===== src/sv/csis_pkg.sv =====
`timescale 1ns / 1ps
`default_nettype none

package csis_pkg;

   localparam int unsigned CNT_W  = 5;
   localparam int unsigned HUE_W  = 9;
   localparam int unsigned PROX_W = 8;
   localparam int unsigned MODE_W = 3;
   localparam int unsigned DRV_W  = 8;
   localparam int unsigned CSR_IDX_W  = 3;
   localparam int unsigned CSR_DATA_W = 9;

   // register indexes on the csr port
   localparam logic [CSR_IDX_W-1:0] CSR_MODE          = 3'd0;
   localparam logic [CSR_IDX_W-1:0] CSR_NEAR_THRESH   = 3'd1;
   localparam logic [CSR_IDX_W-1:0] CSR_BLUE_HUE_LOW  = 3'd2;
   localparam logic [CSR_IDX_W-1:0] CSR_BLUE_HUE_HIGH = 3'd3;
   localparam logic [CSR_IDX_W-1:0] CSR_RED_HUE_BELOW = 3'd4;
   localparam logic [CSR_IDX_W-1:0] CSR_RED_HUE_ABOVE = 3'd5;

   // sorting modes, codes above 4 never trigger
   localparam logic [MODE_W-1:0] MODE_REJECT_BLUE = 3'd0;
   localparam logic [MODE_W-1:0] MODE_REJECT_RED  = 3'd1;
   localparam logic [MODE_W-1:0] MODE_STOP_ANY    = 3'd2;
   localparam logic [MODE_W-1:0] MODE_STOP_RED    = 3'd3;
   localparam logic [MODE_W-1:0] MODE_NUDGE_BLUE  = 3'd4;

   // register reset values
   localparam logic [MODE_W-1:0] RST_MODE          = MODE_REJECT_BLUE;
   localparam logic [PROX_W-1:0] RST_NEAR_THRESH   = 8'd140;
   localparam logic [HUE_W-1:0]  RST_BLUE_HUE_LOW  = 9'd180;
   localparam logic [HUE_W-1:0]  RST_BLUE_HUE_HIGH = 9'd255;
   localparam logic [HUE_W-1:0]  RST_RED_HUE_BELOW = 9'd30;
   localparam logic [HUE_W-1:0]  RST_RED_HUE_ABOVE = 9'd350;

   // drive levels
   localparam logic signed [DRV_W-1:0] DRIVE_INTAKE  = -8'sd127;
   localparam logic signed [DRV_W-1:0] DRIVE_FORWARD = 8'sd127;
   localparam logic signed [DRV_W-1:0] DRIVE_NUDGE   = 8'sd32;
   localparam logic signed [DRV_W-1:0] DRIVE_ZERO    = 8'sd0;

   typedef enum logic [2:0] {
      PH_IDLE       = 3'd0,
      PH_REVERSE    = 3'd1,
      PH_FORWARD    = 3'd2,
      PH_HOLD       = 3'd3,
      PH_NUDGE_STOP = 3'd4,
      PH_NUDGE_GO   = 3'd5
   } phase_type;

   typedef enum logic [2:0] {
      CMD_KEEP,
      CMD_INTAKE,
      CMD_FORWARD,
      CMD_NUDGE,
      CMD_BRAKE
   } cmd_type;

   typedef struct packed {
      logic [MODE_W-1:0] mode;
      logic [PROX_W-1:0] near_threshold;
      logic [HUE_W-1:0]  blue_hue_low;
      logic [HUE_W-1:0]  blue_hue_high;
      logic [HUE_W-1:0]  red_hue_below;
      logic [HUE_W-1:0]  red_hue_above;
   } cfg_type;

   typedef struct packed {
      logic                     run;
      phase_type                phase;
      logic [CNT_W-1:0]         count;
      logic signed [DRV_W-1:0]  drive;
      logic                     brake;
   } seq_state_type;

endpackage

`default_nettype wire


===== src/sv/csis_step.sv =====
`timescale 1ns / 1ps
`default_nettype none

module csis_step #(
   parameter int unsigned REVERSE_TICKS = 11,
   parameter int unsigned FORWARD_TICKS = 2,
   parameter int unsigned HOLD_TICKS    = 25,
   parameter int unsigned NUDGE_TICKS   = 10
) (
   input  csis_pkg::cfg_type                 cfg,
   input  logic [csis_pkg::PROX_W-1:0]       proximity,
   input  logic [csis_pkg::HUE_W-1:0]        hue,
   input  logic                              rearm,
   input  csis_pkg::seq_state_type           cur,
   output csis_pkg::seq_state_type           nxt
);
   import csis_pkg::*;

   // counter loads: ticks left after the first tick of a phase
   localparam logic [CNT_W-1:0] REVERSE_LOAD = CNT_W'(REVERSE_TICKS - 1);
   localparam logic [CNT_W-1:0] FORWARD_LOAD = CNT_W'(FORWARD_TICKS - 1);
   localparam logic [CNT_W-1:0] HOLD_LOAD    = CNT_W'(HOLD_TICKS - 1);
   localparam logic [CNT_W-1:0] NUDGE_LOAD   = CNT_W'(NUDGE_TICKS - 1);

   logic      run_now;
   logic      near;
   logic      blue;
   logic      red;
   cmd_type   cmd;

   assign run_now = cur.run | rearm;
   assign near    = proximity >= cfg.near_threshold;
   assign blue    = (hue > cfg.blue_hue_low) && (hue < cfg.blue_hue_high);
   assign red     = (hue < cfg.red_hue_below) || (hue > cfg.red_hue_above);

   // next phase, counter and run flag, then the command it issues
   always_comb begin
      logic intake;
      intake    = 1'b0;
      nxt.run   = run_now;
      nxt.phase = cur.phase;
      nxt.count = cur.count;
      cmd       = CMD_KEEP;

      if (cur.phase == PH_IDLE) begin
         intake = 1'b1;
      end else if (cur.count != '0) begin
         nxt.count = cur.count - 1'b1;
      end else begin
         unique case (cur.phase)
            PH_REVERSE: begin
               nxt.phase = PH_FORWARD;
               nxt.count = FORWARD_LOAD;
               cmd       = CMD_FORWARD;
            end
            PH_FORWARD: begin
               nxt.phase = PH_HOLD;
               nxt.count = HOLD_LOAD;
               cmd       = CMD_BRAKE;
            end
            PH_NUDGE_STOP: begin
               nxt.phase = PH_IDLE;
               nxt.run   = 1'b0;
               cmd       = CMD_BRAKE;
            end
            default: begin
               // hold brake or nudge done: this tick intakes
               nxt.phase = PH_IDLE;
               nxt.count = '0;
               intake    = 1'b1;
            end
         endcase
      end

      if (intake && run_now) begin
         if (((cfg.mode == MODE_REJECT_BLUE) && near && blue) ||
             ((cfg.mode == MODE_REJECT_RED) && near && red)) begin
            nxt.phase = PH_REVERSE;
            nxt.count = REVERSE_LOAD;
            cmd       = CMD_INTAKE;
         end else if ((cfg.mode == MODE_STOP_ANY) && near) begin
            nxt.run = 1'b0;
            cmd     = CMD_BRAKE;
         end else if ((cfg.mode == MODE_STOP_RED) && near && red) begin
            nxt.phase = PH_NUDGE_STOP;
            nxt.count = NUDGE_LOAD;
            cmd       = CMD_NUDGE;
         end else if ((cfg.mode == MODE_NUDGE_BLUE) && near && blue) begin
            nxt.phase = PH_NUDGE_GO;
            nxt.count = NUDGE_LOAD;
            cmd       = CMD_NUDGE;
         end else begin
            cmd = CMD_INTAKE;
         end
      end

      // command decode
      nxt.drive = cur.drive;
      nxt.brake = cur.brake;
      unique case (cmd)
         CMD_KEEP: begin
            nxt.drive = cur.drive;
            nxt.brake = cur.brake;
         end
         CMD_INTAKE: begin
            nxt.drive = DRIVE_INTAKE;
            nxt.brake = 1'b0;
         end
         CMD_FORWARD: begin
            nxt.drive = DRIVE_FORWARD;
            nxt.brake = 1'b0;
         end
         CMD_NUDGE: begin
            nxt.drive = DRIVE_NUDGE;
            nxt.brake = 1'b0;
         end
         CMD_BRAKE: begin
            nxt.drive = DRIVE_ZERO;
            nxt.brake = 1'b1;
         end
         default: begin
            nxt.drive = cur.drive;
            nxt.brake = cur.brake;
         end
      endcase
   end

endmodule

`default_nettype wire


===== src/sv/color_sort_intake_sequencer_top.sv =====
`timescale 1ns / 1ps
`default_nettype none

// colour sort intake sequencer: each req beat is one 10 ms sensor tick
// (proximity, hue, rearm) and gives exactly one rsp beat carrying the motor
// command for that tick, the run flag and whether a timed reject or nudge
// sequence is still going. a beat passes through an input register, then the
// sequencer update, then a result register, and one beat is taken every
// cycle while rsp is not stalled; the rate is set by the state update, which
// runs once for each beat. the input register can take a new req beat while a
// finished result still waits in the result register, if it is itself empty.
// csr writes are to be made only while the block is idle; the block itself
// does not enforce this. the REVERSE, FORWARD, HOLD and NUDGE tick counts are
// parameters in the range 1 to 32.

module color_sort_intake_sequencer_top #(
   parameter int unsigned REVERSE_TICKS = 11,
   parameter int unsigned FORWARD_TICKS = 2,
   parameter int unsigned HOLD_TICKS    = 25,
   parameter int unsigned NUDGE_TICKS   = 10
) (
   input  logic                                   clock,
   input  logic                                   reset,
   // csr write port
   input  logic                                   csr_wr_en,
   input  logic [csis_pkg::CSR_IDX_W-1:0]         csr_index,
   input  logic [csis_pkg::CSR_DATA_W-1:0]        csr_wr_data,
   // request channel
   input  logic                                   req_valid,
   output logic                                   req_stall,
   input  logic [csis_pkg::PROX_W-1:0]            req_proximity,
   input  logic [csis_pkg::HUE_W-1:0]             req_hue,
   input  logic                                   req_rearm,
   // response channel
   output logic                                   rsp_valid,
   input  logic                                   rsp_stall,
   output logic signed [csis_pkg::DRV_W-1:0]      rsp_motor_drive,
   output logic                                   rsp_brake_on,
   output logic                                   rsp_running,
   output logic                                   rsp_busy_res
);
   import csis_pkg::*;

   // configuration registers
   cfg_type                cfg_ff;

   // input register
   logic                   in_valid_ff;
   logic                   in_valid_in;
   logic [PROX_W-1:0]      in_prox_ff;
   logic [HUE_W-1:0]       in_hue_ff;
   logic                   in_rearm_ff;

   // sequencer state
   seq_state_type          state_ff;
   seq_state_type          state_in;

   // result register
   logic                   out_valid_ff;
   logic                   out_valid_in;
   logic signed [DRV_W-1:0] out_drive_ff;
   logic                   out_brake_ff;
   logic                   out_run_ff;
   logic                   out_busy_ff;

   logic                   req_take;
   logic                   advance;
   logic                   fire;

   // ---- csr writes, indexes beyond the list are dropped
   always_ff @(posedge clock) begin
      if (reset) begin
         cfg_ff.mode           <= RST_MODE;
         cfg_ff.near_threshold <= RST_NEAR_THRESH;
         cfg_ff.blue_hue_low   <= RST_BLUE_HUE_LOW;
         cfg_ff.blue_hue_high  <= RST_BLUE_HUE_HIGH;
         cfg_ff.red_hue_below  <= RST_RED_HUE_BELOW;
         cfg_ff.red_hue_above  <= RST_RED_HUE_ABOVE;
      end else if (csr_wr_en) begin
         unique case (csr_index)
            CSR_MODE:          cfg_ff.mode           <= csr_wr_data[MODE_W-1:0];
            CSR_NEAR_THRESH:   cfg_ff.near_threshold <= csr_wr_data[PROX_W-1:0];
            CSR_BLUE_HUE_LOW:  cfg_ff.blue_hue_low   <= csr_wr_data[HUE_W-1:0];
            CSR_BLUE_HUE_HIGH: cfg_ff.blue_hue_high  <= csr_wr_data[HUE_W-1:0];
            CSR_RED_HUE_BELOW: cfg_ff.red_hue_below  <= csr_wr_data[HUE_W-1:0];
            CSR_RED_HUE_ABOVE: cfg_ff.red_hue_above  <= csr_wr_data[HUE_W-1:0];
            default: begin
            end
         endcase
      end
   end

   // ---- flow control
   // the result register frees when empty or being taken this cycle
   assign advance   = !out_valid_ff || !rsp_stall;
   // the held beat moves into the result register and updates the state
   assign fire      = in_valid_ff && advance;
   assign req_stall = in_valid_ff && !advance;
   assign req_take  = req_valid && !req_stall;

   assign in_valid_in  = req_take || (in_valid_ff && !advance);
   assign out_valid_in = fire || (out_valid_ff && rsp_stall);

   // ---- input register
   always_ff @(posedge clock) begin
      if (reset) begin
         in_valid_ff <= 1'b0;
      end else begin
         in_valid_ff <= in_valid_in;
      end
   end

   always_ff @(posedge clock) begin
      if (req_take) begin
         in_prox_ff  <= req_proximity;
         in_hue_ff   <= req_hue;
         in_rearm_ff <= req_rearm;
      end
   end

   // ---- one tick of the sequencer
   csis_step #(
      .REVERSE_TICKS (REVERSE_TICKS),
      .FORWARD_TICKS (FORWARD_TICKS),
      .HOLD_TICKS    (HOLD_TICKS),
      .NUDGE_TICKS   (NUDGE_TICKS)
   ) u_step (
      .cfg       (cfg_ff),
      .proximity (in_prox_ff),
      .hue       (in_hue_ff),
      .rearm     (in_rearm_ff),
      .cur       (state_ff),
      .nxt       (state_in)
   );

   // running with no command held and no sequence after reset
   always_ff @(posedge clock) begin
      if (reset) begin
         state_ff.run   <= 1'b1;
         state_ff.phase <= PH_IDLE;
         state_ff.count <= '0;
         state_ff.drive <= DRIVE_ZERO;
         state_ff.brake <= 1'b0;
      end else if (fire) begin
         state_ff <= state_in;
      end
   end

   // ---- result register
   always_ff @(posedge clock) begin
      if (reset) begin
         out_valid_ff <= 1'b0;
      end else begin
         out_valid_ff <= out_valid_in;
      end
   end

   always_ff @(posedge clock) begin
      if (fire) begin
         out_drive_ff <= state_in.drive;
         out_brake_ff <= state_in.brake;
         out_run_ff   <= state_in.run;
         out_busy_ff  <= (state_in.phase != PH_IDLE);
      end
   end

   assign rsp_valid       = out_valid_ff;
   assign rsp_motor_drive = out_drive_ff;
   assign rsp_brake_on    = out_brake_ff;
   assign rsp_running     = out_run_ff;
   assign rsp_busy_res    = out_busy_ff;

   // ---- checks

   // a braking command never carries drive
   assert property (@(posedge clock) disable iff (reset)
      rsp_valid && rsp_brake_on |-> rsp_motor_drive == DRIVE_ZERO)
      else $error("brake beat with nonzero drive");

   // a timed sequence only starts while running and nothing stops it midway
   assert property (@(posedge clock) disable iff (reset)
      state_ff.phase != PH_IDLE |-> state_ff.run)
      else $error("sequence in progress while stopped");

   // the tick counter is spent whenever the intake is idle
   assert property (@(posedge clock) disable iff (reset)
      state_ff.phase == PH_IDLE |-> state_ff.count == '0)
      else $error("tick counter left over in idle phase");

   // a result waiting under stall is neither dropped nor replaced
   assert property (@(posedge clock) disable iff (reset)
      out_valid_ff && rsp_stall |=> out_valid_ff && !$past(fire))
      else $error("stalled result overwritten");

endmodule

`default_nettype wire

===== config.mk =====
export PLATFORM = sky130hd
export DESIGN_NAME = color_sort_intake_sequencer_top
export DESIGN_NICKNAME = d
export VERILOG_FILES = /design/src/sv/csis_pkg.sv /design/src/sv/csis_step.sv /design/src/sv/color_sort_intake_sequencer_top.sv
export SDC_FILE = /design/constraint.sdc
export NUM_CORES = 1
export LEC_CHECK = 0
export BUFFER_PORTS_ARGS = -buffer_cell sky130_fd_sc_hd__buf_2
export CORE_MARGIN = 2
export CORE_UTILIZATION = 45
export DETAILED_ROUTE_END_ITERATION = 10
export PLACE_DENSITY = 0.66
export SETUP_SLACK_MARGIN = 0.2
export SYNTH_ARGS = -nofsm -noshare
export SYNTH_HDL_FRONTEND = slang
export SYNTH_HIERARCHICAL = 1
export SYNTH_SLANG_ARGS = --single-unit

===== constraint.sdc =====
create_clock -name clock -period 2.6 [get_ports clock]
set_clock_uncertainty 0.05 [all_clocks]
set_input_delay 0.13 -clock clock [delete_from_list [all_inputs] [get_ports clock]]
set_output_delay 0.13 -clock clock [all_outputs]
set_load 0.01 [all_outputs]

; Yosys cells after proc, flatten, opt, wreduce, memory -nomap -nowiden
; Cells that the tools add are included.
[word_totals]
regBits = 96
[classes]
n_addsub = 1
magnitude_cmp = 5
eq_ne = 16
muxes = 25
bitwise_logic = 1
n_reduce_logical = 37
[op_table]
columns = operator, n
row1 = $pmux W9 S4, 1
row2 = $mux W8, 4
row3 = $eq A3 B2 Y1 const B, 7
row4 = $gt A9 B9 Y1, 2
row5 = $lt A9 B9 Y1, 2
row6 = $mux W9, 2
row7 = $eq A3 B3 Y1 const B, 5
row8 = $logic_and A1 B1 Y1, 15
row9 = $mux W3, 5
row10 = $pmux W5 S3, 1
row11 = $eq A3 B1 Y1 const B, 4
row12 = $reduce_and A2 Y1, 6
row13 = $logic_not A3 Y1, 3
row14 = $ge A8 B8 Y1, 1
row15 = $mux W1, 6
row16 = $pmux W3 S2, 1
row17 = $logic_or A1 B1 Y1, 5
row18 = $mux W5, 1
row19 = $reduce_bool A5 Y1, 1
row20 = $sub A5 B1 Y5 const B, 1
row21 = $logic_not A1 Y1, 4
row22 = $mux W2, 2
row23 = $mux W4, 1
row24 = $pmux W2 S2, 1
row25 = 4 further kinds, 4

; Longest topological paths before layout
[depth]
ltp_word = 10
depth_mapped = 12

; Modules after synthesis
; Netlist, hierarchy kept.
[modules_own_cells]
columns = mod, instances, cells_each, area_each_um2, seq_area_each_um2
row1 = color_sort_intake_sequencer_top, 1, 297, 3662.3, 2212.1
row2 = csis_step, 1, 251, 1622.8, 0.0

; Worst setup path before layout
; No wires, ideal clock.
[synth_timing]
kind = register -> register
start = register in_hue_ff[2]
end = register out_busy_ff (netlist: rsp_busy_res) (data pin)
t_arrival_ns = 2.245
required_ns = 2.285
path_slack_ns = 0.040
path_stages_with_launch = 10
path_buffers = 0
period_less_slack_ns = 2.560
path_cell_list = edfxtp_1 -> ha_1 -> and4b_1 -> a211o_1 -> a211oi_1 -> o22ai_1 -> o2bb2ai_1 -> nand2b_4 -> nand2_1 -> or3_1
[synth_lines]
columns = item, line
row1 = from (decl), color_sort_intake_sequencer_top.sv:51  ; logic [HUE_W-1:0] in_hue_ff;
row2 = from (signal assigned), color_sort_intake_sequencer_top.sv:116  ; in_hue_ff <= req_hue;
row3 = to (signal assigned), color_sort_intake_sequencer_top.sv:163  ; out_busy_ff <= (state_in.phase != PH_IDLE);
row4 = to (decl), color_sort_intake_sequencer_top.sv:64  ; logic out_busy_ff;

==> impl_metrics.env <==
export IMPL_p_comb_share_pct=12.8
export IMPL_setup_tns_ns=-0.1045
export IMPL_antenna_found_initial=0
export IMPL_crit_path_max_incr_delay_ns=0.49
export IMPL_synth_edf_count=29
export IMPL_synth_xor_area_share_pct=0
export IMPL_synth_top_family_by_area="simple AND/OR/NAND/NOR gates"
export IMPL_max_slew_margin_rel_pct=43.10
export IMPL_r2r_slack_ns=-0.09
export IMPL_grt_ovfl_total=0
export IMPL_synth_mux_area_share_pct=12.50
export IMPL_wl_per_cell_um=15.63
export IMPL_required_ns=2.65
export IMPL_initial_utilization_pct=46.29
export IMPL_ys_warn_count=6
export IMPL_vias=4069
export IMPL_layout_setup_ws_ns=-0.08844
export IMPL_remaining_drc_errors=0
export IMPL_slew_violations=0
export IMPL_numCtsBuffers=9
export IMPL_drt_wl_total_um=12080
export IMPL_endpoint_kind="register"
export IMPL_synth_area_mm2=0.005285
export IMPL_synth_top_cell_by_area="dfxtp_1"
export IMPL_clockRootBuffer="clkbuf_16"
export IMPL_rows=39
export IMPL_power_w=0.003253
export IMPL_cts_buffer_depth=2
export IMPL_synthArstFlopShare_pct=0
export IMPL_regToRegStartpoint="in_hue_ff[2]"
export IMPL_p_int_w=0.002434
export IMPL_num_nets_final=703
export IMPL_ys_ff_latch=96
export IMPL_status="complete, but fails checks"
export IMPL_swShare_pct=25.18
export IMPL_worstSetupEndpoint="rsp_busy_res"
export IMPL_antenna_left=0
export IMPL_p_switching_w=0.0008194
export IMPL_drive_gt1_share_pct=18.57
export IMPL_worstRegToRegCells=9
export IMPL_cp_startpoint="in_hue_ff[2]"
export IMPL_synthSimpleGateAreaFrac_pct=20.98
export IMPL_worstPathArrival_ns=2.74
export IMPL_avgSynthCellArea_um2=9.644
export IMPL_htree_levels=3
export IMPL_area_delta_synth_final_pct=21.19
export IMPL_power_density_mw_per_mm2=507.9
export IMPL_period_share_pct=103.4
export IMPL_grt_pass1_vias=3985
export IMPL_rsz0062_at_grt="yes"
export IMPL_syn_inst=548
export IMPL_ys_seq_area_share_pct=41.86
export IMPL_die_w_um=112.4
export IMPL_viasPerCell=5.264
export IMPL_fin_crit_ns=2.688
export IMPL_path_cells="ha_4 > a21o_1 > a211o_1 > a211oi_2 > o22ai_2 > nand3b_1 > a21o_1 > nand4_1 > or3_1"
export IMPL_clk_latency_ns=0.35
export IMPL_hpwl_um=8543
export IMPL_worst_path_max_delay_cell="edfxtp_1"
export IMPL_p_leak_nw=2.944
export IMPL_r2r_end="rsp_busy_res"
export IMPL_synth_compound_area_share_pct=7.955
export IMPL_drtPass1Iterations=5
export IMPL_ir_worst_vdd_mv=0.4699
export IMPL_drv_cap=0
export IMPL_cts_tree="yes"
export IMPL_tightestPinTransition_ns=0.8490
export IMPL_cp_common_cell="a21o_1"
export IMPL_critical_path_class="reg2reg"
export IMPL_diodes=0
export IMPL_synthDistinctLibCells=52
export IMPL_synth_fp_nets=626
export IMPL_grt_max_degree=39
export IMPL_synthAdderAreaFrac_pct=10.18
export IMPL_core_area_mm2=0.01142
export IMPL_io_buffer_count=47
export IMPL_cp_max_fo=3
export IMPL_cts_sinks=96
export IMPL_synth_top_cell_area_share_pct=25.38
export IMPL_finalHoldViolCount=0
export IMPL_die_h_um=112.4
export IMPL_yosys_top_cells_area="dfxtp_1, edfxtp_1, mux2i_1"
export IMPL_violations="setup timing"
export IMPL_power_frac_seq_pct=49.8
export IMPL_gp_congestion=0.9102
export IMPL_drtIter0Drc=236
export IMPL_hp_class="in2reg"
export IMPL_max_freq_mhz=372.0
export IMPL_ios=48
export IMPL_clkTransAtPathRegs_ns=0.07
export IMPL_p_clk_share_pct=37.4
export IMPL_cp_start_kind="register"
export IMPL_fin_util_pct=56.09
export IMPL_grt_pass1_wl_um=19660
export IMPL_die_area_mm2=0.01263
export IMPL_finalSetupViolCount=2
export IMPL_synth_flop_cell="dfxtp_1"
export IMPL_track_usage_pct=19.71
## per-layer routing
metal / share of wire, % / up-vias / track usage [%]
met5: 0 / - / 0
met4: 2.3 / 0 / 7.642
met3: 3.3 / 21 / 3.024
met2: 49 / 81 / 33.41
met1: 45 / 1928 / 25.40
li1: - / 2039 / -
## synth_stat cells, types with 2 or more instances
cell	count
a211o_1	4
a21boi_1	2
a21o_1	4
a21oi_1	19
a311oi_1	2
a31oi_1	3
and3_1	2
buf_2	6
buf_4	8
buf_6	4
clkbuf_1	6
dfxtp_1	67
edfxtp_1	29
ha_1	43
inv_1	50
mux2i_1	66
nand2_1	29
nand2b_1	72
nand3_1	13
nand4_1	5
nand4b_1	2
nand4bb_1	2
nor2_1	58
nor3_1	8
o211ai_1	4
o21ai_0	12
o22ai_1	2
or3_1	2
## critical path: cells and delay by family, from the launching register on
kind            cells  cell delay (ns)
simple gates        3             0.60
fa+ha+maj           1             0.26
flops               1             0.49
compound gates      5             1.03
## state kept, by name (all words and copies together) (netlist names)
signal           cells
state_ff            18
in_rearm_ff          1
in_valid_ff          1
rsp_running          1
rsp_busy_res         1
rsp_brake_on         1
cfg_ff              47
rsp_valid            1
in_hue_ff            9
rsp_motor_drive      8
in_prox_ff           8
## repair_timing
| action | 4_1_cts | 5_1_grt |
|---|---|---|
| hold endpoints to repair | 19 | 0 |
| endpoints found under the setup margin | 13 | 23 |
| hold buffers | 19 | 0 |
| resized for setup | 8 | 20 |
| pin swaps | 8 | 8 |
| buffers inserted | 3 | 3 |
## how the worst min path moves through the flow
stage | start | to | slack, ns | depth (start not counted)
2_1_floorplan | req_hue[0] | in_hue_ff[0] | 0.18 | 0
3_3_place_gp | req_hue[0] | in_hue_ff[0] | 0.26 | 1
3_5_place_dp | req_proximity[6] | in_prox_ff[6] | 0.26 | 1
4_1_cts | csr_wr_data[8] | cfg_ff[8] | 0.004 | 3
5_1_grt | csr_wr_data[4] | cfg_ff[40] | 0.01 | 3
6_report | req_valid | in_valid_ff | 0.005 | 3
## kinds of logic after synthesis
family,after synthesis
adders and majority gates,43
muxes,66
DFF,96
and+or+nand+nor,205
AOI/OAI and AO/OA,64
buffers and inverters,74
## placed cells by master (no fill, tap or decap), types with 2 or more instances in the layout
master and count:
a21oi_2 3, and3_1 2, buf_4 20, nor2_2 2, buf_2 47, nand3_1 13
nand4b_1 2, o211ai_1 4, nand4bb_1 2, inv_1 50, ha_1 38, nor2_1 56
buf_6 3, a211o_1 4, nand2b_1 70, mux2i_1 66, nand2b_4 3, a21boi_1 2
nand2_1 28, a311oi_1 2, ha_4 5, dlygate4sd3_1 19, nand4_1 5, or3_1 2
a21oi_1 17, a21o_1 4, clkinv_2 3, dfxtp_1 67, clkbuf_16 9, edfxtp_1 29
nor3_1 7, o21ai_0 9, a31oi_4 2, o21ai_1 2
## power groups by stage
stage	combinational [W]	sequential [W]	clock (W)
CTS	0.000393	0.00162	0.00125
global placement	0.000348	0.00165	0
global route	0.000460	0.00162	0.00131
finish	0.000417	0.00162	0.00122
detailed placement	0.000357	0.00165	0
floorplan	0.000235	0.00165	0
## through the flow
stage,hold slack [ns],area (µm²),instances,worst slack [ns]
2_1_floorplan,0.1789,5329,548,0.1085
3_3_place_gp,0.2566,5747,732,-0.01613
3_5_place_dp,0.2584,5747,732,-0.1144
4_1_cts,0.003943,6259,770,-0.03723
5_1_grt,0.01460,6405,773,-0.1606
6_report,0.004939,6405,773,-0.08844
## cell type report
class / instances / area (µm²)
inverters: 50 / 187.7
repair buffers: 90 / 629.4
flip-flops and latches: 96 / 2212
clock inverters: 6 / 35.03
multi-input cells: 378 / 2933
clock buffers: 10 / 229.0
well taps: 143 / 178.9
fillers: 1002 / 5014
Power figures use the tool's default switching activity.
